===== src/assert_macros.svh =====
// assertion macros shared by the regulator rtl
`ifndef ASSERT_MACROS_SVH
`define ASSERT_MACROS_SVH

// property that must hold at every clock edge out of reset
`define DMSR_ASSERT(label, prop, msg) \
  label: assert property (@(posedge clk) disable iff (!rst_n) (prop)) else $error(msg);

// same-cycle implication
`define DMSR_ASSERT_IMP(label, ante, cons, msg) \
  label: assert property (@(posedge clk) disable iff (!rst_n) (ante) |-> (cons)) else $error(msg);

// next-cycle implication
`define DMSR_ASSERT_NXT(label, ante, cons, msg) \
  label: assert property (@(posedge clk) disable iff (!rst_n) (ante) |=> (cons)) else $error(msg);

`endif


===== src/dmsr_pkg.sv =====
// shared widths, constants, types and helper functions of the speed regulator
package dmsr_pkg;

  localparam int MOTORS = 2;
  localparam int MOT_W  = (MOTORS > 1) ? $clog2(MOTORS) : 1;

  // field widths
  localparam int CNT_W = 11;
  localparam int TGT_W = 8;
  localparam int PWM_W = 10;
  localparam int REG_W = 10;
  localparam int DRV_W = 11;

  // datapath widths
  localparam int TC_W    = TGT_W;          // clamped target, +-100
  localparam int Q_W     = 8;              // count / 15, +-68
  localparam int MAG_W   = CNT_W + 1;      // count magnitude
  localparam int RECIP_W = 13;
  localparam int RECIP_SH = 16;
  localparam int PROD_W  = MAG_W + RECIP_W;
  localparam int TC2_W   = 14;             // target squared
  localparam int Q2_W    = 13;             // speed quotient squared
  localparam int CUBE_W  = 20;             // target cubed
  localparam int DIV_W   = 24;             // divider operand width
  localparam int DIVC_W  = $clog2(DIV_W + 1);
  localparam int CMP_W   = 18;             // scaled target and speed
  localparam int V_W     = 14;             // raw drive before limiting
  localparam int QV_W    = 12;             // useful quotient bits
  localparam int LIM_W   = 15;             // slew and clamp arithmetic

  // reciprocal of 15 for counts up to 1024
  localparam logic [RECIP_W-1:0] RECIP15 = RECIP_W'(4370);

  localparam logic signed [TGT_W-1:0] TGT_HI = TGT_W'(100);
  localparam logic signed [TGT_W-1:0] TGT_LO = -TGT_W'(100);

  // configuration port
  localparam int CFG_ADDR_W = 3;
  localparam int CFG_DATA_W = 32;
  localparam int REG_IDX_W  = 1;
  localparam logic [REG_IDX_W-1:0] REG_MAX_DRIVE = 1'b0;
  localparam logic [REG_IDX_W-1:0] REG_SLEW_STEP = 1'b1;
  localparam logic [REG_W-1:0] MAX_DRIVE_RST = REG_W'(600);
  localparam logic [REG_W-1:0] SLEW_STEP_RST = REG_W'(100);

  // decision handed from the tier logic to the limiter
  typedef struct packed {
    logic                    ratio;   // drive comes from the divider
    logic                    neg;     // ratio result is negated
    logic signed [V_W-1:0]   fixed;   // drive when no division is used
    logic [DIV_W-1:0]        num;
    logic [DIV_W-1:0]        den;
  } tier_t;

  function automatic logic signed [TC_W-1:0] clamp_target(input logic signed [TGT_W-1:0] tgt);
    logic signed [TC_W-1:0] r;
    if (tgt > TGT_HI)
      r = TGT_HI;
    else if (tgt < TGT_LO)
      r = TGT_LO;
    else
      r = tgt;
    return r;
  endfunction

  // count / 15 truncated toward zero
  function automatic logic signed [Q_W-1:0] div15(input logic signed [CNT_W-1:0] cnt);
    logic [MAG_W-1:0]  mag;
    logic [PROD_W-1:0] prod;
    logic [Q_W-1:0]    qm;
    mag  = cnt[CNT_W-1] ? (MAG_W'(~cnt) + MAG_W'(1)) : MAG_W'(cnt);
    prod = PROD_W'(mag) * PROD_W'(RECIP15);
    qm   = prod[RECIP_SH +: Q_W];
    return cnt[CNT_W-1] ? Q_W'(-qm) : qm;
  endfunction

endpackage


===== src/dmsr_in_if.sv =====
// input channel: one control tick per transaction
interface dmsr_in_if;
  logic                                   valid;
  logic                                   ready;
  logic                                   enabled;
  logic signed [dmsr_pkg::CNT_W-1:0]      count_left;
  logic signed [dmsr_pkg::CNT_W-1:0]      count_right;
  logic signed [dmsr_pkg::TGT_W-1:0]      target_left;
  logic signed [dmsr_pkg::TGT_W-1:0]      target_right;

  modport source (
    output valid, enabled, count_left, count_right, target_left, target_right,
    input  ready
  );
  modport sink (
    input  valid, enabled, count_left, count_right, target_left, target_right,
    output ready
  );
endinterface


===== src/dmsr_out_if.sv =====
// result channel: sign/magnitude pwm for both motors per transaction
interface dmsr_out_if;
  logic                          valid;
  logic                          ready;
  logic [dmsr_pkg::PWM_W-1:0]    pwm_left;
  logic                          reverse_left;
  logic [dmsr_pkg::PWM_W-1:0]    pwm_right;
  logic                          reverse_right;

  modport source (
    output valid, pwm_left, reverse_left, pwm_right, reverse_right,
    input  ready
  );
  modport sink (
    input  valid, pwm_left, reverse_left, pwm_right, reverse_right,
    output ready
  );
endinterface


===== src/dual_motor_speed_regulator.sv =====
// top level of the dual motor speed regulator
// Each input transaction is one control tick carrying an encoder count and a
// percent speed target per motor. A tick with enabled low is taken and gives
// no result. An enabled tick runs both motors one after the other through a
// shared datapath: target clamp and count/15, squares, cube, tier decision, a
// bit-serial divider that yields one quotient bit per cycle, and slew limit
// plus clamp. The result is loaded into the output register once the last
// motor is done, and the next tick can be taken only after that load.
// Input ready is high only between ticks; the output register holds one
// finished result while the next tick is already accepted. The previous drive
// of each motor is kept in flip-flops and cleared by reset. max_drive and
// slew_step sit on an apb-style port at byte addresses 0 and 4; change them
// only while no tick is in flight.

`include "assert_macros.svh"

module dual_motor_speed_regulator (
  input  logic                              clk,
  input  logic                              rst_n,
  dmsr_in_if.sink                           in_ch,
  dmsr_out_if.source                        out_ch,
  input  logic                              psel,
  input  logic                              penable,
  input  logic                              pwrite,
  input  logic [dmsr_pkg::CFG_ADDR_W-1:0]   paddr,
  input  logic [dmsr_pkg::CFG_DATA_W-1:0]   pwdata,
  output logic [dmsr_pkg::CFG_DATA_W-1:0]   prdata,
  output logic                              pready
);
  localparam int MOTORS = dmsr_pkg::MOTORS;
  localparam int MOT_W  = dmsr_pkg::MOT_W;
  localparam int CNT_W  = dmsr_pkg::CNT_W;
  localparam int TGT_W  = dmsr_pkg::TGT_W;
  localparam int DRV_W  = dmsr_pkg::DRV_W;
  localparam int PWM_W  = dmsr_pkg::PWM_W;
  localparam int REG_W  = dmsr_pkg::REG_W;
  localparam int TC_W   = dmsr_pkg::TC_W;
  localparam int Q_W    = dmsr_pkg::Q_W;
  localparam int TC2_W  = dmsr_pkg::TC2_W;
  localparam int Q2_W   = dmsr_pkg::Q2_W;
  localparam int CUBE_W = dmsr_pkg::CUBE_W;
  localparam int DIV_W  = dmsr_pkg::DIV_W;

  localparam logic [MOT_W-1:0] LAST_MOT = MOT_W'(MOTORS - 1);

  // sequencer states
  localparam logic [2:0] ST_IDLE   = 3'd0;
  localparam logic [2:0] ST_PREP   = 3'd1;  // clamp target, count / 15
  localparam logic [2:0] ST_MUL    = 3'd2;  // squares
  localparam logic [2:0] ST_CUBE   = 3'd3;  // target cubed
  localparam logic [2:0] ST_DECIDE = 3'd4;  // tier choice, divider start
  localparam logic [2:0] ST_DIV    = 3'd5;  // serial divide
  localparam logic [2:0] ST_LIMIT  = 3'd6;  // slew, clamp, store drive
  localparam logic [2:0] ST_FINISH = 3'd7;  // hand result to output register

  function automatic logic [PWM_W-1:0] drive_mag(input logic signed [DRV_W-1:0] d);
    logic [DRV_W-1:0] m;
    m = d[DRV_W-1] ? DRV_W'(-d) : DRV_W'(d);
    return m[PWM_W-1:0];
  endfunction

  logic [2:0]                    state_r;
  logic [2:0]                    state_nxt;
  logic [MOT_W-1:0]              mot_r;
  logic [MOT_W-1:0]              mot_nxt;

  // latched tick
  logic [MOTORS-1:0][CNT_W-1:0]  cnt_r;
  logic [MOTORS-1:0][TGT_W-1:0]  tgt_r;

  // per-motor working registers
  logic signed [TC_W-1:0]        tc_r;
  logic signed [Q_W-1:0]         q_r;
  logic [TC2_W-1:0]              tc2_r;
  logic [Q2_W-1:0]               q2_r;
  logic [CUBE_W-1:0]             cube_r;
  logic [TC_W-1:0]               abs_tc;
  logic [Q_W-1:0]                abs_q;
  dmsr_pkg::tier_t               tier_c;
  dmsr_pkg::tier_t               tier_r;

  // previous drive per motor
  logic [MOTORS-1:0][DRV_W-1:0]  last_r;
  logic signed [DRV_W-1:0]       last_sel;
  logic signed [DRV_W-1:0]       drive_c;

  logic [REG_W-1:0]              max_drive_r;
  logic [REG_W-1:0]              slew_step_r;

  logic                          out_valid_r;
  logic [PWM_W-1:0]              pwm_left_r;
  logic                          reverse_left_r;
  logic [PWM_W-1:0]              pwm_right_r;
  logic                          reverse_right_r;

  logic                          in_acc;
  logic                          load_out;
  logic                          div_start;
  logic                          div_busy;
  logic                          div_done;
  logic [DIV_W-1:0]              div_quot;
  logic                          cfg_wr;
  logic [dmsr_pkg::REG_IDX_W-1:0] reg_idx;

  // ---------------------------------------------------------------- handshakes
  assign in_ch.ready = (state_r == ST_IDLE);
  assign in_acc      = in_ch.valid && in_ch.ready;
  assign load_out    = (state_r == ST_FINISH) && (!out_valid_r || out_ch.ready);

  assign out_ch.valid         = out_valid_r;
  assign out_ch.pwm_left      = pwm_left_r;
  assign out_ch.reverse_left  = reverse_left_r;
  assign out_ch.pwm_right     = pwm_right_r;
  assign out_ch.reverse_right = reverse_right_r;

  // ---------------------------------------------------------------- config port
  assign pready  = 1'b1;
  assign reg_idx = paddr[dmsr_pkg::CFG_ADDR_W-1:2];
  assign cfg_wr  = psel && penable && pwrite;

  always_comb begin
    unique case (reg_idx)
      dmsr_pkg::REG_MAX_DRIVE: prdata = dmsr_pkg::CFG_DATA_W'(max_drive_r);
      dmsr_pkg::REG_SLEW_STEP: prdata = dmsr_pkg::CFG_DATA_W'(slew_step_r);
    endcase
  end

  // ---------------------------------------------------------------- sequencer
  always_comb begin
    state_nxt = state_r;
    mot_nxt   = mot_r;
    div_start = 1'b0;
    unique case (state_r)
      ST_IDLE: begin
        // a disabled tick is dropped right here
        if (in_acc && in_ch.enabled) begin
          state_nxt = ST_PREP;
          mot_nxt   = '0;
        end
      end
      ST_PREP:   state_nxt = ST_MUL;
      ST_MUL:    state_nxt = ST_CUBE;
      ST_CUBE:   state_nxt = ST_DECIDE;
      ST_DECIDE: begin
        div_start = 1'b1;
        state_nxt = ST_DIV;
      end
      ST_DIV: begin
        if (div_done)
          state_nxt = ST_LIMIT;
      end
      ST_LIMIT: begin
        if (mot_r == LAST_MOT) begin
          state_nxt = ST_FINISH;
        end else begin
          mot_nxt   = mot_r + MOT_W'(1);
          state_nxt = ST_PREP;
        end
      end
      ST_FINISH: begin
        if (load_out)
          state_nxt = ST_IDLE;
      end
    endcase
  end

  // ---------------------------------------------------------------- datapath
  assign abs_tc   = tc_r[TC_W-1] ? TC_W'(-tc_r) : TC_W'(tc_r);
  assign abs_q    = q_r[Q_W-1] ? Q_W'(-q_r) : Q_W'(q_r);
  assign last_sel = last_r[mot_r];

  dmsr_tier u_tier (
    .tc        (tc_r),
    .q         (q_r),
    .tc2       (tc2_r),
    .q2        (q2_r),
    .cube      (cube_r),
    .last      (last_sel),
    .max_drive (max_drive_r),
    .tier      (tier_c)
  );

  dmsr_serdiv u_div (
    .clk   (clk),
    .rst_n (rst_n),
    .start (div_start),
    .num   (tier_c.num),
    .den   (tier_c.den),
    .busy  (div_busy),
    .done  (div_done),
    .quot  (div_quot)
  );

  dmsr_limit u_limit (
    .tier      (tier_r),
    .quot      (div_quot),
    .last      (last_sel),
    .max_drive (max_drive_r),
    .slew_step (slew_step_r),
    .drive     (drive_c)
  );

  // payload registers, no reset
  always_ff @(posedge clk) begin
    if (in_acc) begin
      cnt_r <= {in_ch.count_right, in_ch.count_left};
      tgt_r <= {in_ch.target_right, in_ch.target_left};
    end
    if (state_r == ST_PREP) begin
      tc_r <= dmsr_pkg::clamp_target(tgt_r[mot_r]);
      q_r  <= dmsr_pkg::div15(cnt_r[mot_r]);
    end
    if (state_r == ST_MUL) begin
      tc2_r <= TC2_W'(abs_tc) * TC2_W'(abs_tc);
      q2_r  <= Q2_W'(abs_q) * Q2_W'(abs_q);
    end
    if (state_r == ST_CUBE)
      cube_r <= CUBE_W'(tc2_r) * CUBE_W'(abs_tc);
    if (state_r == ST_DECIDE)
      tier_r <= tier_c;
    if (load_out) begin
      pwm_left_r      <= drive_mag(last_r[0]);
      reverse_left_r  <= last_r[0][DRV_W-1];
      pwm_right_r     <= drive_mag(last_r[1]);
      reverse_right_r <= last_r[1][DRV_W-1];
    end
  end

  // control and state registers
  always_ff @(posedge clk) begin
    if (!rst_n) begin
      state_r     <= ST_IDLE;
      mot_r       <= '0;
      last_r      <= '0;
      max_drive_r <= dmsr_pkg::MAX_DRIVE_RST;
      slew_step_r <= dmsr_pkg::SLEW_STEP_RST;
      out_valid_r <= 1'b0;
    end else begin
      state_r <= state_nxt;
      mot_r   <= mot_nxt;
      if (state_r == ST_LIMIT)
        last_r[mot_r] <= drive_c;
      if (cfg_wr && (reg_idx == dmsr_pkg::REG_MAX_DRIVE))
        max_drive_r <= pwdata[REG_W-1:0];
      if (cfg_wr && (reg_idx == dmsr_pkg::REG_SLEW_STEP))
        slew_step_r <= pwdata[REG_W-1:0];
      if (load_out)
        out_valid_r <= 1'b1;
      else if (out_ch.ready)
        out_valid_r <= 1'b0;
    end
  end

  // ---------------------------------------------------------------- assertions
  // the divider runs exactly while the sequencer waits on it
  `DMSR_ASSERT(a_div_in_step, (state_r == ST_DIV) == div_busy, "divider out of step with sequencer")
  // an enabled tick always starts the per-motor work
  `DMSR_ASSERT_NXT(a_tick_start, in_acc && in_ch.enabled, state_r == ST_PREP, "enabled tick not started")
  // a disabled tick leaves the stored drives alone and keeps the block idle
  `DMSR_ASSERT_NXT(a_skip_tick, in_acc && !in_ch.enabled, $stable(last_r) && (state_r == ST_IDLE), "disabled tick changed state")
  // a result appears only at the end of a tick
  `DMSR_ASSERT_IMP(a_out_source, $rose(out_valid_r), $past(state_r) == ST_FINISH, "result without finished tick")
endmodule


===== src/dmsr_serdiv.sv =====
// bit-serial restoring divider, one quotient bit per cycle
module dmsr_serdiv (
  input  logic                       clk,
  input  logic                       rst_n,
  input  logic                       start,
  input  logic [dmsr_pkg::DIV_W-1:0] num,
  input  logic [dmsr_pkg::DIV_W-1:0] den,
  output logic                       busy,
  output logic                       done,
  output logic [dmsr_pkg::DIV_W-1:0] quot
);
  localparam int DIV_W  = dmsr_pkg::DIV_W;
  localparam int DIVC_W = dmsr_pkg::DIVC_W;

  logic [DIVC_W-1:0] cnt_r;
  logic [DIV_W-1:0]  rem_r;
  logic [DIV_W-1:0]  quo_r;
  logic [DIV_W-1:0]  den_r;
  logic [DIV_W:0]    shifted;
  logic [DIV_W:0]    trial;
  logic              fits;

  always_comb begin
    shifted = {rem_r, quo_r[DIV_W-1]};
    trial   = shifted - {1'b0, den_r};
    fits    = !trial[DIV_W];
  end

  assign busy = (cnt_r != '0);
  assign done = (cnt_r == DIVC_W'(1));
  assign quot = quo_r;

  always_ff @(posedge clk) begin
    if (!rst_n) begin
      cnt_r <= '0;
    end else if (start) begin
      cnt_r <= DIVC_W'(DIV_W);
    end else if (busy) begin
      cnt_r <= cnt_r - DIVC_W'(1);
    end
  end

  // dividend shifts out of the top of quo_r while quotient bits enter at the bottom
  always_ff @(posedge clk) begin
    if (start) begin
      rem_r <= '0;
      quo_r <= num;
      den_r <= den;
    end else if (busy) begin
      rem_r <= fits ? trial[DIV_W-1:0] : shifted[DIV_W-1:0];
      quo_r <= {quo_r[DIV_W-2:0], fits};
    end
  end
endmodule


===== src/dmsr_tier.sv =====
// three-tier drive rule: picks a direct drive value or divider operands
module dmsr_tier (
  input  logic signed [dmsr_pkg::TC_W-1:0]  tc,
  input  logic signed [dmsr_pkg::Q_W-1:0]   q,
  input  logic [dmsr_pkg::TC2_W-1:0]        tc2,
  input  logic [dmsr_pkg::Q2_W-1:0]         q2,
  input  logic [dmsr_pkg::CUBE_W-1:0]       cube,
  input  logic signed [dmsr_pkg::DRV_W-1:0] last,
  input  logic [dmsr_pkg::REG_W-1:0]        max_drive,
  output dmsr_pkg::tier_t                   tier
);
  localparam int CMP_W = dmsr_pkg::CMP_W;
  localparam int V_W   = dmsr_pkg::V_W;
  localparam int DIV_W = dmsr_pkg::DIV_W;
  localparam int TC_W  = dmsr_pkg::TC_W;
  localparam int Q_W   = dmsr_pkg::Q_W;

  // speeds in tenths of a percent: target * 10, (count / 15) * 600
  localparam logic signed [CMP_W-1:0] T_SCALE = CMP_W'(10);
  localparam logic signed [CMP_W-1:0] S_SCALE = CMP_W'(600);
  localparam logic signed [CMP_W-1:0] LARGE_T = CMP_W'(80);
  localparam logic signed [CMP_W-1:0] BAND_L  = CMP_W'(40);
  localparam logic signed [CMP_W-1:0] BAND_M  = CMP_W'(15);
  localparam logic signed [CMP_W-1:0] BAND_S  = CMP_W'(3);

  // 1.1 gain with the x10 scalings folded out of numerator and denominator
  localparam logic signed [V_W-1:0] OFF_GAIN  = V_W'(11);
  localparam logic signed [V_W-1:0] OFF_BIAS  = V_W'(100);
  localparam logic [DIV_W-1:0]      RATIO_GAIN = DIV_W'(11);
  localparam logic [DIV_W-1:0]      CUBE_DEN   = DIV_W'(3600);
  localparam logic [DIV_W-1:0]      SQ_DEN     = DIV_W'(60);

  logic signed [CMP_W-1:0] t_v;
  logic signed [CMP_W-1:0] s_v;
  logic signed [CMP_W-1:0] diff;
  logic                    big_err;
  logic                    mid_err;
  logic                    tc_zero;
  logic                    opposite;
  logic [Q_W-1:0]          abs_q;
  logic signed [V_W-1:0]   mx_v;
  logic signed [V_W-1:0]   off_v;
  logic signed [V_W-1:0]   last_v;

  always_comb begin
    t_v      = CMP_W'(tc) * T_SCALE;
    s_v      = CMP_W'(q) * S_SCALE;
    diff     = t_v - s_v;
    big_err  = ((t_v > LARGE_T) || (t_v < -LARGE_T)) && ((diff < -BAND_L) || (diff > BAND_L));
    mid_err  = (diff < -BAND_M) || (diff > BAND_M);
    tc_zero  = (tc == '0);
    // target and speed disagree in sign, or the motor stands still
    opposite = !tc_zero && ((q == '0) || (tc[TC_W-1] != q[Q_W-1]));
    abs_q    = q[Q_W-1] ? Q_W'(-q) : Q_W'(q);
    mx_v     = V_W'(max_drive);
    off_v    = V_W'(tc) * OFF_GAIN + OFF_BIAS;
    last_v   = V_W'(last);

    tier.ratio = 1'b0;
    tier.neg   = tc[TC_W-1];
    tier.fixed = '0;
    tier.num   = '0;
    tier.den   = '0;

    if (big_err) begin
      if (opposite) begin
        tier.fixed = tc[TC_W-1] ? -mx_v : mx_v;
      end else begin
        tier.ratio = 1'b1;
        tier.num   = DIV_W'(cube) * RATIO_GAIN;
        tier.den   = DIV_W'(q2) * CUBE_DEN;
      end
    end else if (mid_err) begin
      if (opposite) begin
        tier.fixed = off_v;
      end else if (!tc_zero) begin
        tier.ratio = 1'b1;
        tier.num   = DIV_W'(tc2) * RATIO_GAIN;
        tier.den   = DIV_W'(abs_q) * SQ_DEN;
      end
    end else begin
      // small error: nudge by one count
      if (tc_zero)
        tier.fixed = '0;
      else if (diff < -BAND_S)
        tier.fixed = last_v + V_W'(1);
      else if (diff > BAND_S)
        tier.fixed = last_v - V_W'(1);
      else
        tier.fixed = last_v;
    end
  end
endmodule


===== src/dmsr_limit.sv =====
// slew limit against the previous drive, then clamp to +-max_drive
module dmsr_limit (
  input  dmsr_pkg::tier_t                   tier,
  input  logic [dmsr_pkg::DIV_W-1:0]        quot,
  input  logic signed [dmsr_pkg::DRV_W-1:0] last,
  input  logic [dmsr_pkg::REG_W-1:0]        max_drive,
  input  logic [dmsr_pkg::REG_W-1:0]        slew_step,
  output logic signed [dmsr_pkg::DRV_W-1:0] drive
);
  localparam int LIM_W = dmsr_pkg::LIM_W;
  localparam int QV_W  = dmsr_pkg::QV_W;
  localparam int DRV_W = dmsr_pkg::DRV_W;

  logic signed [LIM_W-1:0] q_v;
  logic signed [LIM_W-1:0] v_v;
  logic signed [LIM_W-1:0] last_v;
  logic signed [LIM_W-1:0] sl_v;
  logic signed [LIM_W-1:0] mx_v;
  logic signed [LIM_W-1:0] step_v;
  logic signed [LIM_W-1:0] slew_v;
  logic signed [LIM_W-1:0] clamp_v;

  always_comb begin
    q_v    = LIM_W'(quot[QV_W-1:0]);
    v_v    = tier.ratio ? (tier.neg ? -q_v : q_v) : LIM_W'(tier.fixed);
    last_v = LIM_W'(last);
    sl_v   = LIM_W'(slew_step);
    mx_v   = LIM_W'(max_drive);
    step_v = v_v - last_v;

    if (step_v > sl_v)
      slew_v = last_v + sl_v;
    else if (step_v < -sl_v)
      slew_v = last_v - sl_v;
    else
      slew_v = v_v;

    if (slew_v > mx_v)
      clamp_v = mx_v;
    else if (slew_v < -mx_v)
      clamp_v = -mx_v;
    else
      clamp_v = slew_v;

    drive = DRV_W'(clamp_v);
  end
endmodule

===== src/flat_wrapper.sv =====
// flat-port wrapper written by rule: the top's interface ports become plain ports
module dual_motor_speed_regulator_flat 
  (clk, rst_n, psel, penable, pwrite, paddr, pwdata, prdata, pready, in_ch_valid, in_ch_enabled, in_ch_count_left, in_ch_count_right, in_ch_target_left, in_ch_target_right, in_ch_ready, out_ch_valid, out_ch_pwm_left, out_ch_reverse_left, out_ch_pwm_right, out_ch_reverse_right, out_ch_ready);
  dmsr_in_if in_ch_i ();
  dmsr_out_if out_ch_i ();
  input  logic clk;
  input  logic rst_n;
  input  logic psel;
  input  logic penable;
  input  logic pwrite;
  input  logic [dmsr_pkg::CFG_ADDR_W-1:0] paddr;
  input  logic [dmsr_pkg::CFG_DATA_W-1:0] pwdata;
  output logic [dmsr_pkg::CFG_DATA_W-1:0] prdata;
  output logic pready;
  input wire logic [$bits(in_ch_i.valid)-1:0] in_ch_valid;
  input wire logic [$bits(in_ch_i.enabled)-1:0] in_ch_enabled;
  input wire logic [$bits(in_ch_i.count_left)-1:0] in_ch_count_left;
  input wire logic [$bits(in_ch_i.count_right)-1:0] in_ch_count_right;
  input wire logic [$bits(in_ch_i.target_left)-1:0] in_ch_target_left;
  input wire logic [$bits(in_ch_i.target_right)-1:0] in_ch_target_right;
  output wire logic [$bits(in_ch_i.ready)-1:0] in_ch_ready;
  output wire logic [$bits(out_ch_i.valid)-1:0] out_ch_valid;
  output wire logic [$bits(out_ch_i.pwm_left)-1:0] out_ch_pwm_left;
  output wire logic [$bits(out_ch_i.reverse_left)-1:0] out_ch_reverse_left;
  output wire logic [$bits(out_ch_i.pwm_right)-1:0] out_ch_pwm_right;
  output wire logic [$bits(out_ch_i.reverse_right)-1:0] out_ch_reverse_right;
  input wire logic [$bits(out_ch_i.ready)-1:0] out_ch_ready;
  assign in_ch_i.valid = in_ch_valid;
  assign in_ch_i.enabled = in_ch_enabled;
  assign in_ch_i.count_left = in_ch_count_left;
  assign in_ch_i.count_right = in_ch_count_right;
  assign in_ch_i.target_left = in_ch_target_left;
  assign in_ch_i.target_right = in_ch_target_right;
  assign in_ch_ready = in_ch_i.ready;
  assign out_ch_valid = out_ch_i.valid;
  assign out_ch_pwm_left = out_ch_i.pwm_left;
  assign out_ch_reverse_left = out_ch_i.reverse_left;
  assign out_ch_pwm_right = out_ch_i.pwm_right;
  assign out_ch_reverse_right = out_ch_i.reverse_right;
  assign out_ch_i.ready = out_ch_ready;
  dual_motor_speed_regulator u_core (.clk(clk), .rst_n(rst_n), .in_ch(in_ch_i), .out_ch(out_ch_i), .psel(psel), .penable(penable), .pwrite(pwrite), .paddr(paddr), .pwdata(pwdata), .prdata(prdata), .pready(pready));
endmodule

===== config.mk =====
export PLATFORM = sky130hd
export DESIGN_NAME = dual_motor_speed_regulator_flat
export DESIGN_NICKNAME = d
export VERILOG_FILES = /design/src/dmsr_pkg.sv /design/src/dmsr_in_if.sv /design/src/dmsr_out_if.sv /design/src/dual_motor_speed_regulator.sv /design/src/dmsr_serdiv.sv /design/src/dmsr_tier.sv /design/src/dmsr_limit.sv /design/src/flat_wrapper.sv
export VERILOG_INCLUDE_DIRS = /design/src /design/src/src
export SDC_FILE = /design/constraint.sdc
export NUM_CORES = 2
export LEC_CHECK = 0
export BUFFER_PORTS_ARGS = -buffer_cell sky130_fd_sc_hd__buf_2
export CORE_MARGIN = 4
export CORE_UTILIZATION = 70
export CTS_CLUSTER_SIZE = 25
export DETAILED_ROUTE_END_ITERATION = 16
export PLACE_DENSITY = 0.95
export REMOVE_ABC_BUFFERS = 1
export SLEW_MARGIN = 15
export SYNTH_ARGS = -nofsm -noshare
export SYNTH_HDL_FRONTEND = slang
export SYNTH_SLANG_ARGS = --single-unit

===== constraint.sdc =====
create_clock -name clk -period 11.7 [get_ports clk]
set_clock_uncertainty 0.2 [all_clocks]
set_input_delay 2.34 -clock clk [delete_from_list [all_inputs] [get_ports clk]]
set_output_delay 2.34 -clock clk [all_outputs]
set_load 0.02 [all_outputs]

==> flow_summary.yaml <==
status:
  status: "finished, final reports clean"
routing:
  drt_iter0_markers: 2454
  route.detailed.drc: 0
  routedWlPerCell_um: 18.8
  ant_nets: 0
  routed_wl_um: 80700
  drt_pass1_iterations: 7
  via_per_inst: 6.29
  via_count: 27000
floorplan:
  num_rows: 77
  core-area_sq_um: 44500
  die_w_um: 221
  die_y_um: 221
  dieArea_sq_um: 48800
  initial_utilization_pct: 71.3
  io_pins: 138
clock_tree:
  clock_latency_ns: 0.60
  cts_root_buffer: "clkbuf_16"
  numCtsBuffers: 30
  postCtsSetupBuffers: 0
  cts_resized: 0
  clockBufferDepth: 3
  cts-htree-levels: 1
  path_clk_slew_ns: 0.06
  cts_tree: "built"
  clock-sinks: 259
  ctsHoldBuffers: 0
timing:
  post-route-min-period_ns: 9.54
  relSlewSlack_pct: 16.2
  fmaxAchievable_ghz: 0.105
  setup_viol: 0
  drv_slew: 0
  fin_setup_tns_ns: 0
  finalHoldViolations: 0
  worst_slew_pin_slew_ns: 1.26
  rsz0062_at_grt: "no"
  min_period_over_period_pct: 81.5
placement:
  port_buffers: 90
  place_congestion: 0.969
  place_hpwl_um: 61200
  dp.cells: 4230
global_route:
  grt_pass1_vias: 27200
  track_usage_pct: 31.9
  antenna_found_initial: 1
  grt_overflow_total: 0
  grt_pass1_wl_um: 132000
  grt_max_degree: 62
worst_setup_path:
  cpMostUsedCell: "o21ai_0"
  path_class: "flop to flop"
  worst-path-max-fanout: 49
  ff2ff_path_depth: 31
  cp-start-kind: "flop"
  required_ns: 11.98
  crit_slowest_cell: "or2_1"
  critPathCaptureType: "flop"
  max_stage_delay_ns: 0.62
  cp.arrival_ns: 9.82
yosys:
  ys_warn_count: 0
  synth-edff-count: 183
  syn_area_sq_um: 31700
  synth_cells: 3608
  syn-mean-instance-area_sq_um: 8.79
  yosys.area.top_type: "ha_1"
  synth_seq_area_share_pct: 22.1
  yosys.area.top_type_share_pct: 19.3
  synthTopCellsByArea: "ha_1 19%, edfxtp_1 17%, fa_1 13%, inv_1 6.4%, xnor2_1 4.8%"
  synth.distinct_cells: 93
  synth-seq-cells: 259
  async_flop_share_pct: 0
  ys.flop_type: "edfxtp_1"
finish:
  num-fill-cells: 2788
  drive_above_1_share_pct: 5.87
  fin_cells: 4288
  final_cell_mix: "544 x inv_1, 490 x ha_1, 308 x nand2_1"
  syn2layout_area_growth_pct: 6.42
  layout_commonest_cell: "inv_1"
  final_nets: 4446
run:
  maxCapViolCount: 0
worst_hold_path:
  hp-class: "flop to flop"
  holdPathStages: 2
==> synth_stat cells (22+ instances only) <==
cell type,n
xor2_1,60
a21o_1,50
mux2i_1,34
and2_1,35
edfxtp_1,183
nand2b_1,34
buf_4,24
fa_1,204
nor3_1,72
a21boi_0,37
or3_1,27
nand3_1,63
ha_1,490
and3_1,32
o21ai_0,171
o211ai_1,34
o21bai_1,22
o21a_1,27
xnor2_1,175
dfxtp_1,76
nand2_1,309
a31oi_1,23
nor2_1,261
nor2b_1,43
a21oi_1,205
clkbuf_1,83
inv_1,544
==> layer usage <==
metal	track usage (%)	part of all wire, %	up-vias
li1	-	-	12400
met1	39.6	38	12800
met2	54.8	48	1354
met3	5.58	8.6	369
met4	14.1	5.0	0
met5	0	0	-
==> cell type report <==
class / instances / area [sq um] / share of cell area [%]
sequential: 259 / 7020 / 20.8
clock buffer: 43 / 905 / 2.68
multi-input combinational: 2711 / 22200 / 65.8
tap: 592 / 741 / 2.19
antenna: 1 / 2.50 / 0.00741
timing repair buffer: 119 / 688 / 2.04
inverter: 550 / 2070 / 6.12
clock inverter: 13 / 119 / 0.352
==> state kept, by name (all words and copies together) (netlist names), 3 cells and up <==
signal	flops
u_core.tc2_r	13
u_core.tgt_r	16
u_core.q_r	8
u_core.cube_r	20
u_core.out_ch.pwm_left	10
u_core.out_ch.pwm_right	10
u_core.state_r	3
u_core.slew_step_r	10
u_core.u_div.cnt_r	5
u_core.u_div.quot	24
u_core.q2_r	12
u_core.u_div.rem_r	24
u_core.last_r	22
u_core.tier_r	16
u_core.cnt_r	22
u_core.max_drive_r	10
u_core.u_div.den_r	22
u_core.tc_r	8
==> stage by stage <==
| step | hold slack (ns) | instance area (sq um) | setup slack [ns] | utilization, % |
|---|---|---|---|---|
| floorplan | 0.232 | 31300 | 2.64 | - |
| global placement | 0.244 | 32700 | 2.76 | 73.4 |
| detailed placement | 0.253 | 32700 | 2.61 | 73.4 |
| CTS | 0.263 | 33700 | 2.51 | 75.7 |
| global route | 0.277 | 33700 | 1.73 | 75.8 |
| finish | 0.257 | 33800 | 2.16 | 75.8 |
==> kinds of logic (layout without fill, tap and decap cells) <==
group,Yosys count,after routing,synth area share (%)
flip-flops,259,259,22.1
XOR/XNOR,235,235,6.49
other,2,37,0.0237
buffers and inverters,672,725,8.34
AO/OA/AOI/OAI,748,748,15.3
AND/OR/NAND/NOR,952,952,14.1
multiplexers,46,46,1.50
adder cells (fa/ha/maj),694,694,32.2
==> final timing paths <==
kind	from	end	slack, ns
max	u_core.mot_r	u_core.last_r[6]	2.16
min	u_core.u_div.rem_r[0]	u_core.u_div.rem_r[0]	0.26
min reg2reg	u_core.u_div.rem_r[0]	u_core.u_div.rem_r[0]	0.26
max reg2reg	u_core.mot_r	u_core.last_r[6]	2.16
==> critical path, delay by kind of cell, from the launching register on <==
kind / cells / cell delay [ns]
mux: 1 / 0.45
fa+ha+maj: 4 / 1.35
flops: 1 / 0.41
buf+inv: 4 / 1.20
simple gates: 6 / 1.77
compound gates: 16 / 4.07
Power is left out: the tool's default activity adds up to more than one toggle a clock period on the data nets, which glitch-free logic cannot reach.
